--- src/design/analog_alarm_hysteresis_deadband_assert.svh ---
// Assertion helpers for the alarm block. Both sample on clk and are
// disabled while arst_n is low.
`ifndef ANALOG_ALARM_HYSTERESIS_DEADBAND_ASSERT_SVH
`define ANALOG_ALARM_HYSTERESIS_DEADBAND_ASSERT_SVH

// Consequent must hold in the same cycle as the antecedent.
`define AAHD_ASSERT_SAME(label, ante, cons, msg) \
	label: assert property (@(posedge clk) disable iff (!arst_n) (ante) |-> (cons)) \
		else $error(msg);

// Consequent must hold in the cycle after the antecedent.
`define AAHD_ASSERT_NEXT(label, ante, cons, msg) \
	label: assert property (@(posedge clk) disable iff (!arst_n) (ante) |=> (cons)) \
		else $error(msg);

`endif

--- src/design/aahd_pkg.sv ---
`timescale 1ns / 1ps

package aahd_pkg;

	// Configuration register indexes
	localparam logic [2:0] REG_LIMIT_HIHI       = 3'd0;
	localparam logic [2:0] REG_LIMIT_HIGH       = 3'd1;
	localparam logic [2:0] REG_LIMIT_LOW        = 3'd2;
	localparam logic [2:0] REG_LIMIT_LOLO       = 3'd3;
	localparam logic [2:0] REG_HYSTERESIS       = 3'd4;
	localparam logic [2:0] REG_SEVERITY_SET     = 3'd5;
	localparam logic [2:0] REG_VALUE_DEADBAND   = 3'd6;
	localparam logic [2:0] REG_ARCHIVE_DEADBAND = 3'd7;

	// Alarm status codes
	localparam logic [2:0] STAT_NONE      = 3'd0;
	localparam logic [2:0] STAT_UNDEFINED = 3'd1;
	localparam logic [2:0] STAT_HIHI      = 3'd2;
	localparam logic [2:0] STAT_LOLO      = 3'd3;
	localparam logic [2:0] STAT_HIGH      = 3'd4;
	localparam logic [2:0] STAT_LOW       = 3'd5;

	// Alarm severity codes
	localparam logic [1:0] SEV_NONE    = 2'd0;
	localparam logic [1:0] SEV_INVALID = 2'd3;

	typedef struct packed {
		logic [2:0] status;
		logic [1:0] severity;
	} alarm_t;

	typedef struct packed {
		logic         archive_event;
		logic         value_event;
		logic         alarm_changed;
		logic [1:0]   alarm_severity;
		logic [2:0]   alarm_status;
	} result_t;

endpackage

--- src/design/analog_alarm_hysteresis_deadband.sv ---
`timescale 1ns / 1ps
// A request accepted into the input stage is evaluated there, and its result
// is loaded into the output register once that register may advance, which
// raises m_tvalid.
// Throughput: one request per cycle; the single evaluation stage and the
// output register advance together, so stalls only occur on m_tready low.
// Reset (arst_n low, asynchronous): pipeline empty, all configuration
// registers and all alarm and deadband history cleared to zero.
module analog_alarm_hysteresis_deadband #(
	parameter int VALUE_WIDTH = 32
) (
	input  logic        clk,
	input  logic        arst_n,
	input  logic        cfg_valid,
	output logic        cfg_ready,
	input  logic [2:0]  cfg_index,
	input  logic [31:0] cfg_data,
	input  logic        s_tvalid,
	output logic        s_tready,
	// [31:0] sample, [34:32] prior_status, [36:35] prior_severity, [39:37] zero
	input  logic [39:0] s_tdata,
	// [0] undefined
	input  logic        s_tuser,
	output logic        m_tvalid,
	input  logic        m_tready,
	// [2:0] alarm_status, [4:3] alarm_severity, [5] alarm_changed,
	// [6] value_event, [7] archive_event
	output logic [7:0]  m_tdata
);

	localparam int VW = VALUE_WIDTH;
	// Wide enough for any value plus or minus a 31-bit margin, and for
	// the exact difference of two values.
	localparam int EW = VALUE_WIDTH + 33;

	function automatic logic [VW-1:0] take_value(input logic [31:0] raw);
		logic [VW+31:0] wide;
		wide = {{VW{1'b0}}, raw};
		return wide[VW-1:0];
	endfunction

	function automatic logic signed [EW-1:0] widen(input logic [VW-1:0] v);
		return $signed({{33{v[VW-1]}}, v});
	endfunction

	function automatic logic signed [EW-1:0] widen_u(input logic [30:0] m);
		return $signed({{(EW-31){1'b0}}, m});
	endfunction

	// Configuration registers
	logic [31:0] limit_hihi_q, limit_high_q, limit_low_q, limit_lolo_q;
	logic [30:0] hysteresis_q, value_deadband_q, archive_deadband_q;
	logic [7:0]  severity_set_q;

	// History
	logic [VW-1:0]       last_alarm_q, last_posted_q, last_archived_q;
	aahd_pkg::alarm_t    previous_q;

	// Input stage
	logic                valid_s1;
	logic [VW-1:0]       sample_s1;
	logic                undefined_s1;
	aahd_pkg::alarm_t    prior_s1;

	// Output register
	logic                out_valid_q;
	aahd_pkg::result_t   result_q;

	logic advance;
	logic load_out;

	assign cfg_ready = 1'b1;
	assign advance   = !out_valid_q || m_tready;
	assign s_tready  = !valid_s1 || advance;
	assign load_out  = valid_s1 && advance;
	assign m_tvalid  = out_valid_q;
	assign m_tdata   = result_q;

	always_ff @(posedge clk or negedge arst_n) begin
		if (!arst_n) begin
			limit_hihi_q       <= '0;
			limit_high_q       <= '0;
			limit_low_q        <= '0;
			limit_lolo_q       <= '0;
			hysteresis_q       <= '0;
			severity_set_q     <= '0;
			value_deadband_q   <= '0;
			archive_deadband_q <= '0;
		end else if (cfg_valid) begin
			case (cfg_index)
				aahd_pkg::REG_LIMIT_HIHI:       limit_hihi_q       <= cfg_data;
				aahd_pkg::REG_LIMIT_HIGH:       limit_high_q       <= cfg_data;
				aahd_pkg::REG_LIMIT_LOW:        limit_low_q        <= cfg_data;
				aahd_pkg::REG_LIMIT_LOLO:       limit_lolo_q       <= cfg_data;
				aahd_pkg::REG_HYSTERESIS:       hysteresis_q       <= cfg_data[30:0];
				aahd_pkg::REG_SEVERITY_SET:     severity_set_q     <= cfg_data[7:0];
				aahd_pkg::REG_VALUE_DEADBAND:   value_deadband_q   <= cfg_data[30:0];
				aahd_pkg::REG_ARCHIVE_DEADBAND: archive_deadband_q <= cfg_data[30:0];
				default: ;
			endcase
		end
	end

	// Input stage
	always_ff @(posedge clk or negedge arst_n) begin
		if (!arst_n) begin
			valid_s1 <= 1'b0;
		end else if (s_tready) begin
			valid_s1 <= s_tvalid;
		end
	end

	always_ff @(posedge clk) begin
		if (s_tvalid && s_tready) begin
			sample_s1         <= take_value(s_tdata[31:0]);
			undefined_s1      <= s_tuser;
			prior_s1.status   <= s_tdata[34:32];
			prior_s1.severity <= s_tdata[36:35];
		end
	end

	// Evaluation
	logic [VW-1:0]          hh, hi, lo, ll;
	logic signed [EW-1:0]   val_e, hh_e, hi_e, lo_e, ll_e, hyst_e;
	logic [1:0]             sev_hh, sev_ll, sev_hi, sev_lo;
	logic                   fire_hh, fire_ll, fire_hi, fire_lo;
	aahd_pkg::alarm_t       alarm_n;
	logic [VW-1:0]          last_alarm_n;
	logic signed [EW-1:0]   post_diff, arch_diff, post_abs, arch_abs;
	logic                   value_ev, archive_ev;

	assign hh     = take_value(limit_hihi_q);
	assign hi     = take_value(limit_high_q);
	assign lo     = take_value(limit_low_q);
	assign ll     = take_value(limit_lolo_q);
	assign val_e  = widen(sample_s1);
	assign hh_e   = widen(hh);
	assign hi_e   = widen(hi);
	assign lo_e   = widen(lo);
	assign ll_e   = widen(ll);
	assign hyst_e = widen_u(hysteresis_q);

	assign sev_hh = severity_set_q[1:0];
	assign sev_ll = severity_set_q[3:2];
	assign sev_hi = severity_set_q[5:4];
	assign sev_lo = severity_set_q[7:6];

	// The limit shifted by the hysteresis never needs clamping here: the
	// sample itself always lies inside the number range.
	assign fire_hh = (sev_hh != aahd_pkg::SEV_NONE) && ((val_e >= hh_e) ||
		((last_alarm_q == hh) && (val_e >= hh_e - hyst_e)));
	assign fire_ll = (sev_ll != aahd_pkg::SEV_NONE) && ((val_e <= ll_e) ||
		((last_alarm_q == ll) && (val_e <= ll_e + hyst_e)));
	assign fire_hi = (sev_hi != aahd_pkg::SEV_NONE) && ((val_e >= hi_e) ||
		((last_alarm_q == hi) && (val_e >= hi_e - hyst_e)));
	assign fire_lo = (sev_lo != aahd_pkg::SEV_NONE) && ((val_e <= lo_e) ||
		((last_alarm_q == lo) && (val_e <= lo_e + hyst_e)));

	always_comb begin
		alarm_n      = prior_s1;
		last_alarm_n = last_alarm_q;
		if (undefined_s1) begin
			if (prior_s1.severity < aahd_pkg::SEV_INVALID) begin
				alarm_n.status   = aahd_pkg::STAT_UNDEFINED;
				alarm_n.severity = aahd_pkg::SEV_INVALID;
			end
		end else if (fire_hh) begin
			if (prior_s1.severity < sev_hh) begin
				alarm_n.status   = aahd_pkg::STAT_HIHI;
				alarm_n.severity = sev_hh;
				last_alarm_n     = hh;
			end
		end else if (fire_ll) begin
			if (prior_s1.severity < sev_ll) begin
				alarm_n.status   = aahd_pkg::STAT_LOLO;
				alarm_n.severity = sev_ll;
				last_alarm_n     = ll;
			end
		end else if (fire_hi) begin
			if (prior_s1.severity < sev_hi) begin
				alarm_n.status   = aahd_pkg::STAT_HIGH;
				alarm_n.severity = sev_hi;
				last_alarm_n     = hi;
			end
		end else if (fire_lo) begin
			if (prior_s1.severity < sev_lo) begin
				alarm_n.status   = aahd_pkg::STAT_LOW;
				alarm_n.severity = sev_lo;
				last_alarm_n     = lo;
			end
		end else begin
			last_alarm_n = sample_s1;
		end
	end

	assign post_diff  = widen(last_posted_q) - val_e;
	assign arch_diff  = widen(last_archived_q) - val_e;
	assign post_abs   = post_diff[EW-1] ? -post_diff : post_diff;
	assign arch_abs   = arch_diff[EW-1] ? -arch_diff : arch_diff;
	assign value_ev   = post_abs > widen_u(value_deadband_q);
	assign archive_ev = arch_abs > widen_u(archive_deadband_q);

	// History moves together with the result, so the next request in the
	// input stage always sees the state left by this one.
	always_ff @(posedge clk or negedge arst_n) begin
		if (!arst_n) begin
			last_alarm_q    <= '0;
			last_posted_q   <= '0;
			last_archived_q <= '0;
			previous_q      <= '0;
		end else if (load_out) begin
			last_alarm_q <= last_alarm_n;
			previous_q   <= alarm_n;
			if (value_ev) begin
				last_posted_q <= sample_s1;
			end
			if (archive_ev) begin
				last_archived_q <= sample_s1;
			end
		end
	end

	always_ff @(posedge clk or negedge arst_n) begin
		if (!arst_n) begin
			out_valid_q <= 1'b0;
		end else if (advance) begin
			out_valid_q <= valid_s1;
		end
	end

	always_ff @(posedge clk) begin
		if (load_out) begin
			result_q.alarm_status   <= alarm_n.status;
			result_q.alarm_severity <= alarm_n.severity;
			result_q.alarm_changed  <= (alarm_n != previous_q);
			result_q.value_event    <= value_ev;
			result_q.archive_event  <= archive_ev;
		end
	end

`include "analog_alarm_hysteresis_deadband_assert.svh"

	`AAHD_ASSERT_SAME(a_accept_when_out_empty, !out_valid_q, s_tready, "input stalled with empty output")
	`AAHD_ASSERT_NEXT(a_undefined_is_invalid, load_out && undefined_s1, result_q.alarm_severity == aahd_pkg::SEV_INVALID, "undefined sample not invalid")
	`AAHD_ASSERT_NEXT(a_severity_not_lowered, load_out, result_q.alarm_severity >= $past(prior_s1.severity), "severity below prior")

endmodule
--- config.mk ---
export PLATFORM = sky130hd
export DESIGN_NAME = analog_alarm_hysteresis_deadband
export DESIGN_NICKNAME = d
export VERILOG_FILES = /design/src/design/aahd_pkg.sv /design/src/design/analog_alarm_hysteresis_deadband.sv
export VERILOG_INCLUDE_DIRS = /design/src /design/src/design
export SDC_FILE = /design/constraint.sdc
export NUM_CORES = 2
export LEC_CHECK = 0
export BUFFER_PORTS_ARGS = -buffer_cell sky130_fd_sc_hd__buf_4
export CAP_MARGIN = 20
export CORE_UTILIZATION = 30
export CTS_BUF_LIST = sky130_fd_sc_hd__clkbuf_4 sky130_fd_sc_hd__clkbuf_8
export DETAILED_ROUTE_END_ITERATION = 8
export GPL_TIMING_DRIVEN = 0
export SLEW_MARGIN = 30
export SYNTH_ARGS = -nofsm -noshare
export SYNTH_HDL_FRONTEND = slang
export SYNTH_SLANG_ARGS = --single-unit
export TNS_END_PERCENT = 5
--- constraint.sdc ---
create_clock -name clk -period 9 [get_ports clk]
set_input_delay 0 -clock clk [delete_from_list [all_inputs] [get_ports clk]]
set_output_delay 0 -clock clk [all_outputs]
set_load 0.01 [all_outputs]
Word level (Yosys, flattened, before mapping)
Index checks and enable logic that the tools add are counted.
Operators by class
  add/sub/neg operators: 8
  multipliers: 0
  div/mod/pow operators: 0
  $lt $le $gt $ge: 15
  equality and inequality tests: 16
  shift operators: 0
  muxes and demuxes: 20
  bitwise logic cells: 1
  reduce and logical (&&, ||, !) cells: 34
Operators with widths (number)
  $mux W32: 8
  $sub A32 B32 Y33: 4
  $gt A65 B32 Y1: 2
  $mux W65: 2
  $neg A33 Y65: 2
  $eq A32 B32 Y1: 4
  $add A32 B32 Y33: 2
  $ge A32 B33 Y1: 2
  $le A32 B33 Y1: 2
  $ge A32 B32 Y1: 2
  $le A32 B32 Y1: 2
  $mux W5: 10
  $reduce_and A2 Y1: 10
  $eq A3 B3 Y1 const B: 4
  $logic_and A1 B1 Y1: 10
  $lt A2 B2 Y1: 4
  $reduce_bool A2 Y1: 4
  $eq A3 B2 Y1 const B: 2
  $logic_or A1 B1 Y1: 6
  $reduce_and A6 Y1: 1
  $ne A5 B4 Y1 const B: 1
  $ne A5 B5 Y1: 1
  $ne A4 B3 Y1 const B: 1
  $eq A3 B1 Y1 const B: 1
  other kinds (6): 7
Storage, ports and cells
  flip-flop bits (word level): 378
  latch bits: 0
  memory bits (writable): 0
  memory bits (read-only): 0
  output and inout bits: 11
  logic and storage cells: 118
  memories kept: 0

Logic depth before layout (Yosys ltp)
  depth after elaboration: 11
  mapped depth: 31

Worst setup path before layout
OpenSTA, ideal clock, no wires.
  path kind: register to register
  from: reg hysteresis_q[1]
  to: reg last_alarm_q[10]
  arrival time: 6170 ps
  data required time: 8875 ps
  setup slack: 2706 ps
  cell stages (with the launch flop): 28
  cell sequence: dfrtp_1 -> inv_1 -> ha_1 -> nor2b_1 -> o21ai_0 -> a21oi_1 -> o211ai_1 -> o21ai_0 -> o211ai_1 -> a21oi_1 -> nor4_1 -> o31ai_1 -> o41ai_1 -> or4b_2 -> o211ai_1 -> ha_1 -> nand3_1 -> nor2_1 -> nand3_1 -> nand3_1 -> o21ai_0 -> o21ai_0 -> o32ai_1 -> clkbuf_1 -> o221ai_1 -> a21oi_1 -> clkbuf_1 -> mux2_2
Between the ends
  cells in the longest elaborated chain, start to end: 9
  elaborated cells between the ends (all ways): 29
Ends and longest elaborated chain
  start: declaration: line analog_alarm_hysteresis_deadband.sv:52  | logic [30:0] hysteresis_q, value_deadband_q, archive_deadband_q;
  start signal: assignment: line analog_alarm_hysteresis_deadband.sv:95  | aahd_pkg::REG_HYSTERESIS: hysteresis_q <= cfg_data[30:0];
  $add A32 B32 Y33: line analog_alarm_hysteresis_deadband.sv:157  | ((last_alarm_q == lo) && (val_e <= lo_e + hyst_e)));
  $le A32 B33 Y1: line analog_alarm_hysteresis_deadband.sv:157
  $logic_and A1 B1 Y1: line analog_alarm_hysteresis_deadband.sv:157
  $logic_or A1 B1 Y1: line analog_alarm_hysteresis_deadband.sv:156  | assign fire_lo = (sev_lo != aahd_pkg::SEV_NONE) && ((val_e <= lo_e) ||
  $logic_and A1 B1 Y1: line analog_alarm_hysteresis_deadband.sv:156
  $mux W32: line analog_alarm_hysteresis_deadband.sv:185  | end else if (fire_lo) begin
  $mux W32: line analog_alarm_hysteresis_deadband.sv:179  | end else if (fire_hi) begin
  $mux W32: line analog_alarm_hysteresis_deadband.sv:173  | end else if (fire_ll) begin
  $mux W32: line analog_alarm_hysteresis_deadband.sv:167  | end else if (fire_hh) begin
  end signal: assignment: line analog_alarm_hysteresis_deadband.sv:212  | last_alarm_q <= last_alarm_n;
  end: declaration: line analog_alarm_hysteresis_deadband.sv:56  | logic [VW-1:0] last_alarm_q, last_posted_q, last_archived_q;
Parallel ways exist; a longest one is shown, timed or not.
A chain may end at the register's enable or synchronous reset.

Worst setup path after layout
  from: reg sample_s1[8]
  to: reg last_archived_q[25]
Between the ends
  cells in the longest elaborated chain, start to end: 5
Ends and longest elaborated chain
  start: declaration: line analog_alarm_hysteresis_deadband.sv:61  | logic [VW-1:0] sample_s1;
  start signal: assignment: line analog_alarm_hysteresis_deadband.sv:115  | sample_s1 <= take_value(s_tdata[31:0]);
  $sub A32 B32 Y33 (*): line analog_alarm_hysteresis_deadband.sv:197  | assign arch_diff = widen(last_archived_q) - val_e;
  $neg A33 Y65: line analog_alarm_hysteresis_deadband.sv:199  | assign arch_abs = arch_diff[EW-1] ? -arch_diff : arch_diff;
  $mux W65 (*): line analog_alarm_hysteresis_deadband.sv:199
  $gt A65 B32 Y1 (*): line analog_alarm_hysteresis_deadband.sv:201  | assign archive_ev = arch_abs > widen_u(archive_deadband_q);
  $reduce_and A2 Y1 (no source line) (*)
  end signal: assignment: line analog_alarm_hysteresis_deadband.sv:218  | last_archived_q <= sample_s1;
  end: declaration: line analog_alarm_hysteresis_deadband.sv:56
Mark *: on every way between the ends. The rest lies on a longest branch, timed or not.

==> metrics.cfg <==
[outcome]
outcome = complete, no violations

[timing]
slew_headroom = 0.324
final.min_clock_period_ns = 8.68
fmax_mhz = 115
timing.final.crit_share = 0.964
setup_viol = 0
setup_tns_ns = 0
slew_viol_final = 0
worst-slew-pin-transition_ns = 1.01
skew_ns = 0.0627
final_hold_viol_count = 0
rsz0062_at_grt = true
timing.final.ws_setup_ns = 0.323

[min_path]
whs_path_depth = 4
worstHoldEndpoint = m_tvalid
min_from = m_tready
worstHoldPathType = in -> reg

[worst_setup_path]
r2r.worst_path.cells = 26
reg2reg_to = last_archived_q[25]
r2r-start = sample_s1[8]
worstPathArrival_ns = 9.26
r2r_setup_slack_ns = 0.32
cp.required_ns = 9.59
cp_max_fo = 12
criticalPathCategory = reg -> reg
cp-start-kind = register
crit_path_end_kind = register

[final_layout]
syn_to_final_growth_pct = 16.1
drive_gt1_frac = 0.116
nNetsFinal = 4912
final_area_um2 = 41400
fillCellCount = 12100

[placed_design]
pre_cts_ws_ns = -0.0469
place_congestion = 1.05
dpl.hpwl_um = 102000
placed_area_um2 = 38500
port_buffers = 85

[synthesis]
netlist.area_leader.share = 0.233
synthFlopType = dfrtp_1
ys_warn_count = 0
synth_cells = 4009
avgSynthCellArea_um2 = 8.89
synth_cell_types = 92
synth-async-reset-ratio = 0.878
post_synth_main_area_contributors = dfrtp_1 23%, ha_1 18%, mux2_2 5.4%
synth_area_leader_cell = dfrtp_1
synth_fp_nets = 4616
synth_edf_count = 46
ys_seq_elements = 378
ys_seq_area_frac = 0.272
synthesis.area_um2 = 35700

[global_routing]
first_global_vias = 31200
grt_usage = 0.205
grt_max_degree = 69
grt_overflow = 0
grt_pass1_wl_um = 187000
antenna_found_initial = 2

[detailed_routing]
drt-wirelength-per-cell_um = 21.3
vias_per_cell = 5.39
wirelength_um = 126000
drt_iter0_drc = 2431
drc = 0
dr.pass1.iters = 5
dr_total_vias = 31800
ant_nets = 0

[floorplan]
placementRows = 126
boundaryPins = 92
die_h_um = 347
core-area_um2 = 118000
start_util = 0.302
die_area_um2 = 120000
die_x_um = 347

[clocking]
cts_made_buffers = 73
cts-root-buf = clkbuf_8
clk_path_buf_depth = 3
h-tree-depth = 3
clock_latency_ns = 0.75
clk_pin_slew_ns = 0.06
clock_sinks = 378
cts_tree = yes

[pwr]
power.density_nw_per_um2 = 352
leakage_nw = 18.5
max-vdd-ir-drop_v = 0.000139
power_mw = 14.6

[flow_run]
max_cap_viol_count = 0

-- registers in the layout (all words and copies together), names as in the netlist --
name                cells
valid_s1                1
last_archived_q        32
m_tdata                 8
sample_s1              32
hi                     32
hh                     32
limit_low_q            32
last_posted_q          32
archive_deadband_q     31
undefined_s1            1
last_alarm_q           32
severity_set_q          8
m_tvalid                1
value_deadband_q       31
hysteresis_q           31
prior_s1                5
previous_q              5
limit_lolo_q           32
-- cell type report --
class / count / area [um2] / area share
tap: 1536 / 1920 / 0.0464
buffer: 132 / 531 / 0.0128
clock buffer: 107 / 1330 / 0.0321
timing repair buffer: 221 / 2120 / 0.0513
antenna: 3 / 7.51 / 0.000181
clock inverter: 21 / 290 / 0.00701
multi-input combinational: 3159 / 24200 / 0.585
inverter: 340 / 1280 / 0.0308
sequential: 378 / 9690 / 0.234
-- layout by cell type (no fill, tap or decap), drive strengths merged, types with 10 or more instances in the layout --
cell and count:
a2111oi 12, a211o 18, a211oi 61, a21o 116, a21oi 311, a221oi 11
a31o 11, a31oi 33, and2 25, and3 39, buf 122, clkbuf 217
clkinv 11, dfrtp 332, dlygate4sd3 121, edfxtp 46, ha 520, inv 339
mux2 202, mux2i 46, nand2 264, nand2b 43, nand3 75, nand4 96
nor2 164, nor2b 44, nor3 62, nor4 38, o211ai 32, o21a 37
o21ai 302, o21bai 24, o31ai 19, or2 26, or3 22, or4 10
xnor2 215, xor2 126
-- per-layer routing --
metal / vias up / global-route usage / share of wire
met4: 0 / 0.0874 / 0.046
li1: 15200 / - / -
met3: 242 / 0.0326 / 0.062
met2: 992 / 0.327 / 0.44
met1: 15300 / 0.272 / 0.45
met5: - / 0 / 0
-- report_power, final --
part           switching, mW  internal (mW)
Combinational           5.64           4.17
Sequential             0.516           2.22
Clock                  0.851           1.15
-- metrics by stage --
stage / utilization / cells / hold slack, ns
after floorplan: - / 4009 / -0.296
after global placement: 0.324 / 5630 / 0.179
after global routing: 0.351 / 5895 / 0.0828
after CTS: 0.350 / 5890 / 0.0313
final: 0.351 / 5897 / 0.108
after detailed placement: 0.326 / 5640 / -0.0572
-- cells in the mapped netlist (59+ instances only) --
| library cell | count |
|---|---|
| ha_1 | 520 |
| a21o_1 | 116 |
| nand4_1 | 96 |
| dfrtp_1 | 332 |
| nor3_1 | 62 |
| mux2_2 | 171 |
| nand3_1 | 75 |
| a211oi_1 | 59 |
| clkbuf_1 | 110 |
| a21oi_1 | 311 |
| inv_1 | 339 |
| nand2_1 | 264 |
| o21ai_0 | 298 |
| nor2_1 | 164 |
| xnor2_1 | 215 |
| xor2_1 | 126 |
-- cell families after synthesis --
kind of cell / Yosys count / synth area share
AND/OR/NAND/NOR: 959 / 0.137
multiplexers: 248 / 0.0798
other: 1 / 0.000105
XOR/XNOR: 341 / 0.0838
AO/OA/AOI/OAI: 1084 / 0.191
buffers and inverters: 472 / 0.0506
adder cells (fa/ha/maj): 526 / 0.186
flip-flops: 378 / 0.272
-- worst max path at each step --
stage                     from  slack (ns)  depth (start not counted)                   to
3_3_place_gp   hysteresis_q[1]       -0.18                         25     last_alarm_q[13]
3_5_place_dp   hysteresis_q[1]       -0.05                         27      last_alarm_q[2]
5_1_grt          sample_s1[14]       -0.01                         26  last_archived_q[27]
4_1_cts        hysteresis_q[1]        0.18                         27     last_alarm_q[31]
6_report          sample_s1[8]        0.32                         26  last_archived_q[25]
2_1_floorplan  hysteresis_q[1]        2.71                         27     last_alarm_q[10]
-- worst max-delay path, stage by stage (launching register included) --
cell and delay (ns):
edfxtp_1 0.97, inv_1 0.18, ha_1 0.33, clkbuf_1 0.29, inv_1 0.12, a211oi_2 0.38, nand4_1 0.29, a211o_1 0.41
nand4_1 0.16, nand3_1 0.11, a21o_1 0.20, a31oi_1 0.28, clkbuf_1 0.48, clkbuf_1 0.52, a21oi_1 0.11, xnor2_1 0.25
ha_1 0.28, nand4_1 0.11, nor2_1 0.11, a2111oi_0 0.75, a211o_1 0.28, a211oi_1 0.15, a311oi_1 0.24, mux2i_1 0.11
nand3_1 0.48, buf_2 0.50, mux2_2 0.38
-- repair_timing --
action / CTS / global route
endpoints found under the setup margin: 30 / 60
hold buffers: 122 / 0
gates resized for setup: 1 / 3
endpoints found under the hold margin: 509 / 0
pin swaps: 0 / 0
setup buffers: 0 / 4
Power figures use the tool's default switching activity.
